`config.mk`:
```
export PLATFORM = sky130hd
export DESIGN_NAME = tlc_set_ctl
export DESIGN_NICKNAME = d
export VERILOG_FILES = /design/src/tlc_pkg.sv /design/src/tlc_set_ctl.sv
export SDC_FILE = /design/constraint.sdc
export NUM_CORES = 1
export LEC_CHECK = 0
export ABC_AREA = 1
export BUFFER_PORTS_ARGS = -buffer_cell sky130_fd_sc_hd__buf_2
export CORE_MARGIN = 2
export CORE_UTILIZATION = 43
export DETAILED_ROUTE_END_ITERATION = 10
export GPL_ROUTABILITY_DRIVEN = 1
export PLACE_DENSITY = 0.9
export SLEW_MARGIN = 5
export SYNTH_ARGS = -nofsm -noshare
export SYNTH_HDL_FRONTEND = slang
export SYNTH_SLANG_ARGS = --single-unit
export TNS_END_PERCENT = 30
```
`constraint.sdc`:
```
create_clock -name vclk -period 1.6
set_input_delay 0.08 -clock vclk [all_inputs]
set_output_delay 0.08 -clock vclk [all_outputs]
set_load 0.05 [all_outputs]
```
`src/tlc_pkg.sv`:
```
// ----------------------------------------------------------------------------
// tlc_pkg
// Shared beat types and register map of the two-level inclusive LRU cache.
// ----------------------------------------------------------------------------
package tlc_pkg;

  localparam int CFG_ADDR_W = 4;
  localparam int LAT_W      = 10;

  localparam logic [1:0] REG_MEM_LAT  = 2'd0;
  localparam logic [1:0] REG_L1_LAT   = 2'd1;
  localparam logic [1:0] REG_L2_LAT   = 2'd2;
  localparam logic [1:0] REG_WR_ALLOC = 2'd3;

  typedef struct packed {
    logic        mode;
    logic [31:0] address;
  } in_t;

  typedef struct packed {
    logic        first_level_hit;
    logic        second_level_hit;
    logic [11:0] access_latency;
    logic [31:0] access_total;
    logic [31:0] first_hit_total;
    logic [31:0] second_hit_total;
    logic [47:0] cycle_total;
  } out_t;

endpackage

```
`src/tlc_set_ctl.sv`:
```
// ----------------------------------------------------------------------------
// tlc_set_ctl
// Per-set lookup, fill way selection and true-LRU rank update for one row.
// ----------------------------------------------------------------------------
module tlc_set_ctl
  import tlc_pkg::*;
#(
  parameter int WAY_BITS = 1,
  parameter int TAG_W    = 24,
  localparam int WAYS    = 1 << WAY_BITS,
  localparam int RW      = (WAY_BITS > 0) ? WAY_BITS : 1
) (
  input  logic [WAYS-1:0][TAG_W-1:0] tags,
  input  logic [WAYS-1:0]            valid,
  input  logic [WAYS-1:0][RW-1:0]    rank,
  input  logic [TAG_W-1:0]           key,
  input  logic [RW-1:0]              sel_way,
  output logic                       hit,
  output logic [RW-1:0]              hit_way,
  output logic [RW-1:0]              fill_way,
  output logic                       full,
  output logic [WAYS-1:0][RW-1:0]    rank_upd
);

  logic          found_inv;
  logic          found_lru;
  logic [RW-1:0] old_rank;

  always_comb begin
    hit       = 1'b0;
    hit_way   = '0;
    found_inv = 1'b0;
    found_lru = 1'b0;
    fill_way  = '0;
    for (int w = 0; w < WAYS; w++) begin
      if (!hit && valid[w] && tags[w] == key) begin
        hit     = 1'b1;
        hit_way = RW'(w);
      end
    end
    full = &valid;
    for (int w = 0; w < WAYS; w++) begin
      if (!found_inv && !valid[w]) begin
        found_inv = 1'b1;
        fill_way  = RW'(w);
      end
    end
    if (full) begin
      for (int w = 0; w < WAYS; w++) begin
        if (!found_lru && rank[w] == '0) begin
          found_lru = 1'b1;
          fill_way  = RW'(w);
        end
      end
    end
  end

  always_comb begin
    old_rank = rank[sel_way];
    for (int w = 0; w < WAYS; w++) begin
      if (RW'(w) == sel_way) begin
        rank_upd[w] = RW'(WAYS - 1);
      end else if (rank[w] > old_rank) begin
        rank_upd[w] = rank[w] - RW'(1);
      end else begin
        rank_upd[w] = rank[w];
      end
    end
  end

endmodule

```
; ---- After elaboration in Yosys (flattened, before gate mapping)
; Index checks and enable logic that the tools add are counted.
[totals]
word_cells = 32
ff_bits = 0
in_bits = 77
out_inout_bits = 6
[op_classes]
n_lt_le_gt_ge = 3
reduce_logical = 9
n_eq_ne = 2
n_bitwise = 1
addsub = 2
mux = 15
[op_table]
columns = op, count
row1 = $eq A24 B24 Y1, 2
row2 = $mux W1, 15
row3 = $logic_and A1 B1 Y1, 5
row4 = $logic_not A1 Y1, 3
row5 = $gt A1 B1 Y1, 2
row6 = $lt A1 B2 Y1 const B, 1
row7 = $reduce_and A2 Y1, 1
row8 = $sub A1 B1 Y1 const B, 2
row9 = $not A1 Y1, 1

; ---- Longest topological paths before layout
; Gate-level depths: netlist of run 1.
[depth]
depth_word = 7
ltp_mapped = 10
mapped_depth_nobuf = 10

; ---- Worst setup path before layout of run 1
; Ideal clock, no wire load.
[synth_timing]
path_type = in2out
start = input port rank[0] in the netlist's numbering
end = output port rank_upd[0] in the netlist's numbering
path_slack_ps = 311
required_time_ps = 1520
n_path_buf = 0
cell_stages = 2
arrival_time_ps = 1209
cell_sequence = inv_1 o21ai_0
[synth_lines]
columns = element, line
row1 = "start, declared", tlc_set_ctl.sv:15  ; input logic [WAYS-1:0][RW-1:0] rank,
row2 = "end, declared", tlc_set_ctl.sv:22  ; output logic [WAYS-1:0][RW-1:0] rank_upd

; ---- Final worst setup path of run 1
[layout_timing]
start = input port key[18]
end = output port hit_way
[layout_between]
elab_chain_cells = 7
[layout_rtl]
columns = element, line
row1 = "start, declared", tlc_set_ctl.sv:16  ; input logic [TAG_W-1:0] key,
row2 = $eq A24 B24 Y1, tlc_set_ctl.sv:36  ; if (!hit && valid[w] && tags[w] == key) begin
row3 = $logic_and A1 B1 Y1, tlc_set_ctl.sv:36
row4 = $mux W1, tlc_set_ctl.sv:36
row5 = $logic_not A1 Y1, tlc_set_ctl.sv:36
row6 = $logic_and A1 B1 Y1, tlc_set_ctl.sv:36
row7 = $logic_and A1 B1 Y1 (*), tlc_set_ctl.sv:36
row8 = $mux W1 (*), tlc_set_ctl.sv:36
row9 = "end, declared", tlc_set_ctl.sv:19  ; output logic [RW-1:0] hit_way,
; Mark *: on every way between the ends. The rest lies on a longest branch, timed or not.

==> results of run 1 <==
-- logic make-up after synthesis --
logic type	share of synthesized area
buf+inv	0.235
compound gates	0.0378
simple gates	0.557
xor+xnor	0.170
-- critical path, stage by stage --
cell     delay (ps)
buf_2           110
inv_2            50
nor2_1           40
nor2_1           80
nand2_1          50
nor2_1          100
nand2_1          80
nor2_2           90
nand2_1          70
nor2_1           80
buf_2           260
-- power by group --
part / switching [W] / internal (W)
clock: 0 / 0
combinational: 0.000172 / 0.000153
sequential: 0 / 0
total: 0.000172 / 0.000153
-- metal layers --
layer	global-route usage	vias up
li1	-	762
met3	0.0149	0
met4	0	0
met5	0	-
met1	0.247	533
met2	0.362	45
-- layout make-up --
| class | instances | area, µm² | area share |
|---|---|---|---|
| Tap cell | 27 | 33.8 | 0.0245 |
| Timing Repair Buffer | 83 | 415 | 0.302 |
| Inverter | 58 | 218 | 0.158 |
| Multi-Input combinational cell | 155 | 709 | 0.515 |
-- per-stage QoR --
step / instances / worst slack (ps) / instance area, µm² / total power [W]
6_report: 323 / 421 / 1380 / 0.000326
4_1_cts: 323 / 419 / 1380 / 0.000329
2_1_floorplan: 213 / 311 / 927 / 0.000179
3_3_place_gp: 323 / 432 / 1380 / 0.000321
5_1_grt: 323 / 301 / 1380 / 0.000372
3_5_place_dp: 323 / 422 / 1380 / 0.000327
-- Yosys cell counts --
library cell / number / area share
nand2_1: 98 / 0.40
o21bai_1: 1 / 0.0081
nor2_2: 3 / 0.020
o21ai_0: 2 / 0.011
nor2_1: 26 / 0.11
inv_1: 49 / 0.20
xnor2_1: 14 / 0.13
xor2_1: 4 / 0.038
inv_2: 9 / 0.036
o211ai_1: 1 / 0.0081
o21ai_1: 1 / 0.0054
nand3_1: 2 / 0.011
nand3_2: 1 / 0.011
a21oi_1: 1 / 0.0054
nand4_2: 1 / 0.013
-- placed cells by master (no fill, tap or decap), drive strengths merged --
cell / synthesis / final
a21oi: 1 / 1
buf: 0 / 83
inv: 58 / 58
nand2: 98 / 98
nand3: 3 / 3
nand4: 1 / 1
nor2: 29 / 29
o211ai: 1 / 1
o21ai: 3 / 3
o21bai: 1 / 1
xnor2: 14 / 14
xor2: 4 / 4
-- path summary, 6_finish.rpt --
kind                      end  slack, ps  cells after the start
setup / recovery      hit_way        420                     11
hold / removal    rank_upd[0]        510                      3
==> summary.md, run 1 <==
| Metric | Value |
|---|---|
| Avg Vias per Cell | `4.15` |
| Mapped Cells | `213` |
| Seq cells | `0` |
| RSZ-0062 raised after global routing | `no` |
| I/O Buffers | `83` |
| Die height | `50.4 µm` |
| Avg Synthesized Cell Area | `4.35 µm²` |
| Layout cells sized above 1 | `0.328` |
| Max_slew headroom | `0.826` |
| WHS | `511 ps` |
| Post-synthesis net count | `290` |
| Synthesis Warnings | `0` |
| Slew Limit Fails | `0` |
| Crit Path Max Fanout | `3` |
| Detailed-routed wire length on met2 | `1.20 mm` |
| Post-route ant nets | `0` |
| Initial Util | `0.463` |
| Antenna diodes | `0` |
| PostCTS Resize Cnt | `0` |
| Startpoint class of the critical path | `primary input` |
| Slew @ Worst Pin | `263 ps` |
| Layout area overhead | `48.4%` |
| Leakage | `1.01 nW` |
| First-pass GRT wire length | `4.00 mm` |
| Full die area | `2540 µm²` |
| Max-cap violations | `0` |
| Post-synthesis sequential area ratio | `0` |
| Metal3 WL | `167 µm` |
| Core footprint | `2000 µm²` |
| Top layer in use | `met3` |
| Worst IR Drop VDD | `0.140 mV` |
| # DRC | `0` |
| Cell Rows | `16` |
| Period minus WS final | `1180 ps` |
| Wl on met1 | `1.12 mm` |
| FF+latch area | `0 µm²` |
| Postcts setup bufs | `0` |
| Setup TNS Final | `0 ps` |
| Fillcell total | `215` |
| Die Wd | `50.4 µm` |
| Data required, critical path | `1520 ps` |
| Post-DP HPWL | `2.34 mm` |
| Crit path launch | `key[18]` |
| First-pass iteration count of the detailed router | `4` |
| Max Fclk | `848 MHz` |
| Vias | `1340` |
| Post-Synthesis Cell Area | `927 µm²` |
| HP Class | `primary input to output port` |
| Count of cell types in the netlist | `15` |
| Pin count of the biggest net entering global routing | `5` |
| Outcome | `finished clean` |
| Clk_buf instances | `0` |
| Final WL | `2.49 mm` |
| Pwr/cell area | `237 nW/µm²` |
| Total grt overflow | `0` |
| Setup Viol. Count Final | `0` |
| # IOs | `83` |
| WS Path Type | `primary input to output port` |
| Routed wire length per instance | `7.72 µm` |
| DRT iter0 DRCs | `31` |
| GPL Wtd Cong | `0.850` |
| Crit end category | `output port` |
| Period utilisation layout | `0.737` |
| Worst EP arrival | `1100 ps` |
| Final Util | `0.688` |
| Startpoint of the worst hold path | `sel_way` |
| Vias in the first global route | `1122` |
| Hold Buf Count CTS | `0` |
| Overall global routing resource usage | `0.191` |
| Final Hold Vio Count | `0` |
| Initial antenna violation count | `0` |
| Final #Nets | `375` |
(Power assumes the default switching activity.)
==> inputs of run 2 (changes only) <==
--- a/config.mk
+++ b/config.mk
@@ -5,13 +5,13 @@
 export SDC_FILE = /design/constraint.sdc
 export NUM_CORES = 1
 export LEC_CHECK = 0
-export ABC_AREA = 1
+export ABC_AREA = 0
 export BUFFER_PORTS_ARGS = -buffer_cell sky130_fd_sc_hd__buf_2
 export CORE_MARGIN = 2
-export CORE_UTILIZATION = 43
+export CORE_UTILIZATION = 32
 export DETAILED_ROUTE_END_ITERATION = 10
 export GPL_ROUTABILITY_DRIVEN = 1
-export PLACE_DENSITY = 0.9
+export PLACE_DENSITY = 0.86
 export SLEW_MARGIN = 5
 export SYNTH_ARGS = -nofsm -noshare
 export SYNTH_HDL_FRONTEND = slang
==> constraint.sdc (replaced) <==
create_clock -name vclk -period 1.2
set_input_delay 0.06 -clock vclk [all_inputs]
set_output_delay 0.06 -clock vclk [all_outputs]
set_load 0.05 [all_outputs]
==> run 2 against run 1 <==
The run now ends with negative setup slack left. Non-clock buffer count up 6. Count of clock-buffer cells in the layout unchanged. Die area down 16%. Critical path depth down 4. Final cell count down 42%. Sequential cell count unchanged. Total power up 35%. Worst setup slack worse by 520 ps. Wire length down 11%.
==> summary.md, run 2 <==
| Metric | Value |
|---|---|
| GPL Wtd Cong | `0.656 (was 0.850)` |
| Pwr/cell area | `356 nW/µm² (was 237 nW/µm²)` |
| Final Hold Vio Count | `0 (unchanged)` |
| Pin count of the biggest net entering global routing | `4 (was 5)` |
| Initial antenna violation count | `0 (unchanged)` |
| Max Fclk | `768 MHz` |
| Most frequent cells in the layout | `buf_2 (72), xor2_1 (22), xnor2_1 (16), buf_6 (11), xnor2_2 (10) (was nand2_1 (98), buf_2 (83), inv_1 (49), nor2_1 (26), xnor2_1 (14))` |
| Post-Synthesis Cell Area | `569 µm² (was 927 µm²)` |
| Die Wd | `46.2 µm (was 50.4 µm)` |
| Startpoint of the worst hold path | `sel_way (unchanged)` |
| Final WL | `2.23 mm (was 2.49 mm)` |
| Clk_buf instances | `0 (unchanged)` |
| Vias | `875 (was 1340)` |
| Metal3 WL | `183 µm (was 167 µm)` |
| Post-synthesis adder-cell area fraction | `0 (unchanged)` |
| Full die area | `2130 µm² (was 2540 µm²)` |
| # IOs | `83 (unchanged)` |
| Switching Fraction | `0.436 (was 0.529)` |
| # DRC | `0 (unchanged)` |
| Antenna diodes | `0 (unchanged)` |
| Outcome | `finished with violations (was finished clean)` |
| Startpoint class of the critical path | `primary input (unchanged)` |
| Layout cells sized above 1 | `0.626 (was 0.328)` |
| Most common library cells after synthesis | `xnor2_1 (26), xor2_1 (22), nand4_1 (8) (was nand2_1 (98), inv_1 (49), nor2_1 (26))` |
| Post-synth top area cell | `xnor2_1 (was nand2_1)` |
| Final #Nets | `242 (was 375)` |
| Routed wire length per instance | `11.9 µm (was 7.72 µm)` |
| Data required, critical path | `1140 ps (was 1520 ps)` |
| Core footprint | `1710 µm² (was 2000 µm²)` |
| Die height | `46.2 µm (was 50.4 µm)` |
| Final Util | `0.722 (was 0.688)` |
| DRT iter0 DRCs | `4 (was 31)` |
| Clk pwr share | `0 (about the same)` |
| Post-DP HPWL | `1.92 mm (was 2.34 mm)` |
| First-pass iteration count of the detailed router | `3 (was 4)` |
| Mapped Cells | `74 (was 213)` |
| Post-synthesis mux area share | `0 (unchanged)` |
| Period minus WS final | `1300 ps` |
| Synth Area in Compound Gates | `0.0132 (was 0.0378)` |
| Wl on met1 | `727 µm (was 1.12 mm)` |
| Slew Limit Fails | `0 (unchanged)` |
| Cell Rows | `15 (was 16)` |
| Crit end category | `output port (unchanged)` |
| Commonest non-fill, non-tap cell in the layout | `buf_2 (was nand2_1)` |
| Max-cap violations | `0 (unchanged)` |
| Worst EP arrival | `1240 ps (was 1100 ps)` |
| Slew @ Worst Pin | `337 ps (was 263 ps)` |
| Most common cell in the synthesized netlist | `xnor2_1 (was nand2_1)` |
| Simple-gate share of the synthesized area | `0.248 (was 0.557)` |
| Flop pwr share | `0 (about the same)` |
| Setup TNS Final | `-191 ps (was 0 ps)` |
| Post-synthesis sequential area ratio | `0 (unchanged)` |
| Leakage | `0.633 nW (was 1.01 nW)` |
| Sink of the worst hold path | `rank_upd[0] (unchanged)` |
| Layout area overhead | `116% (was 48.4%)` |
| Post-synth top area share | `0.400 (was 0.397)` |
| Crit Path Max Fanout | `2 (was 3)` |
| Top layer in use | `met3 (unchanged)` |
| P_int | `0.000247 W (was 0.000153 W)` |
| Overall global routing resource usage | `0.177 (was 0.191)` |
| Placed cell count | `188 (was 323)` |
| Avg Vias per Cell | `4.65 (was 4.15)` |
| Final worst setup slack | `-103 ps (was 421 ps)` |
| Max_slew headroom | `0.773 (was 0.826)` |
| Initial Util | `0.333 (was 0.463)` |
| Main combinational cell family by area after synthesis | `XOR/XNOR gates (was simple AND/OR/NAND/NOR gates)` |
| I/O Buffers | `83 (unchanged)` |
| Top cells by area, synth | `xnor2_1 (40%), xor2_1 (34%), nand4_1 (8.8%), nor4_1 (6.6%), nand2_1 (3.3%) (was nand2_1 (40%), inv_1 (20%), xnor2_1 (13%), nor2_1 (11%), xor2_1 (3.8%))` |
| WS Path Type | `primary input to output port (unchanged)` |
| Total grt overflow | `0 (unchanged)` |
| Period utilisation layout | `1.09` |
| Vias in the first global route | `758 (was 1122)` |
| Detailed-routed wire length on met2 | `1.32 mm (was 1.20 mm)` |
| P_sw | `0.000191 W (was 0.000172 W)` |
| Worst IR Drop VDD | `0.231 mV (was 0.140 mV)` |
| First-pass GRT wire length | `2.81 mm (was 4.00 mm)` |
| Failing checks | `negative setup slack` |
| Worst Hold Depth | `3 (unchanged)` |
| Count of cell types in the netlist | `10 (was 15)` |
| HP Class | `primary input to output port (unchanged)` |
| RSZ-0062 raised after global routing | `yes (was no)` |
| Comb pwr share | `1.000 (about the same)` |
| Xor/xnor share of the synthesized area | `0.738 (was 0.170)` |
| Seq cells | `0 (unchanged)` |
| Post-route ant nets | `0 (unchanged)` |
| Non-filler cells, final | `188 (was 323)` |
| Setup Viol. Count Final | `2 (was 0)` |
| Avg Synthesized Cell Area | `7.69 µm² (was 4.35 µm²)` |
| FF+latch area | `0 µm² (unchanged)` |
| Synthesis Warnings | `0 (unchanged)` |
| Post-synthesis net count | `151 (was 290)` |
run 2: changes by cell type in the layout (fill, tap and decap cells not counted), sizes merged, moves of 3 or more:
cell,change
nor2,-29
buf,+6
xor2,+18
nand4,+7
nand3,-3
xnor2,+12
o21ai,-3
nand2,-93
nor4,+6
inv,-58
run 2: stage by stage:
| stage | cell area [µm²] | worst slack, ps | hold WS [ps] | power (W) |
|---|---|---|---|---|
| after global routing | 1230 | -250 | 475 | 0.000478 |
| after floorplan | 572 | -11.9 | 384 | 0.000175 |
| after global placement | 1060 | -180 | 451 | 0.000373 |
| final | 1230 | -103 | 456 | 0.000438 |
| after CTS | 1110 | -97.4 | 445 | 0.000401 |
| after detailed placement | 1060 | -214 | 443 | 0.000384 |
run 2: worst max-delay path by stage:
stage / from / endpoint / slack, ps / cells after the start
finish: key[6] / hit_way / -100 / 7
global route: tags[3] / hit_way / -250 / 7
CTS: key[20] / hit_way / -100 / 8
detailed placement: tags[12] / hit_way / -210 / 7
global placement: tags[12] / hit_way / -180 / 7
floorplan: key[12] / hit_way / -10 / 5
run 2: worst max-delay path, cell delays in order:
cell	delay, ps
buf_2	120
xnor2_2	130
nand4_1	140
nor4_2	280
nand4_1	190
nor2b_4	160
buf_8	150
run 2: layer usage:
metal | vias to the layer above | track usage
li1 | 432 | -
met1 | 393 | 0.171
met2 | 50 | 0.411
met3 | 0 | 0.00392
met4 | 0 | 0
met5 | - | 0
run 2: power groups by stage:
stage          clock network (W)  registers (W)  logic, W
2_1_floorplan                  0              0  0.000175
3_3_place_gp                   0              0  0.000373
4_1_cts                        0              0  0.000401
5_1_grt                        0              0  0.000478
3_5_place_dp                   0              0  0.000384
6_report                       0              0  0.000438
run 2: logic make-up (layout without fill, tap and decap cells):
| logic type | count (synthesis) | after routing |
|---|---|---|
| simple gates | 25 | 25 |
| compound gates | 1 | 1 |
| buf+inv | 0 | 89 |
| xor+xnor | 48 | 48 |
run 2: repair_timing:
action | CTS | global route
resized for setup | 10 | 21
pin swaps | 11 | 13
cloned | 0 | 0
endpoints found under the setup margin | 2 | 2
hold buffers | 0 | 0
setup buffers | 0 | 0
hold endpoints to repair | 0 | 0
run 2: cell type report:
| type | instances | area, µm² |
|---|---|---|
| multi-input combinational | 74 | 664 |
| tap | 25 | 31.3 |
| timing repair buffer | 89 | 537 |
| fill | 146 | 475 |
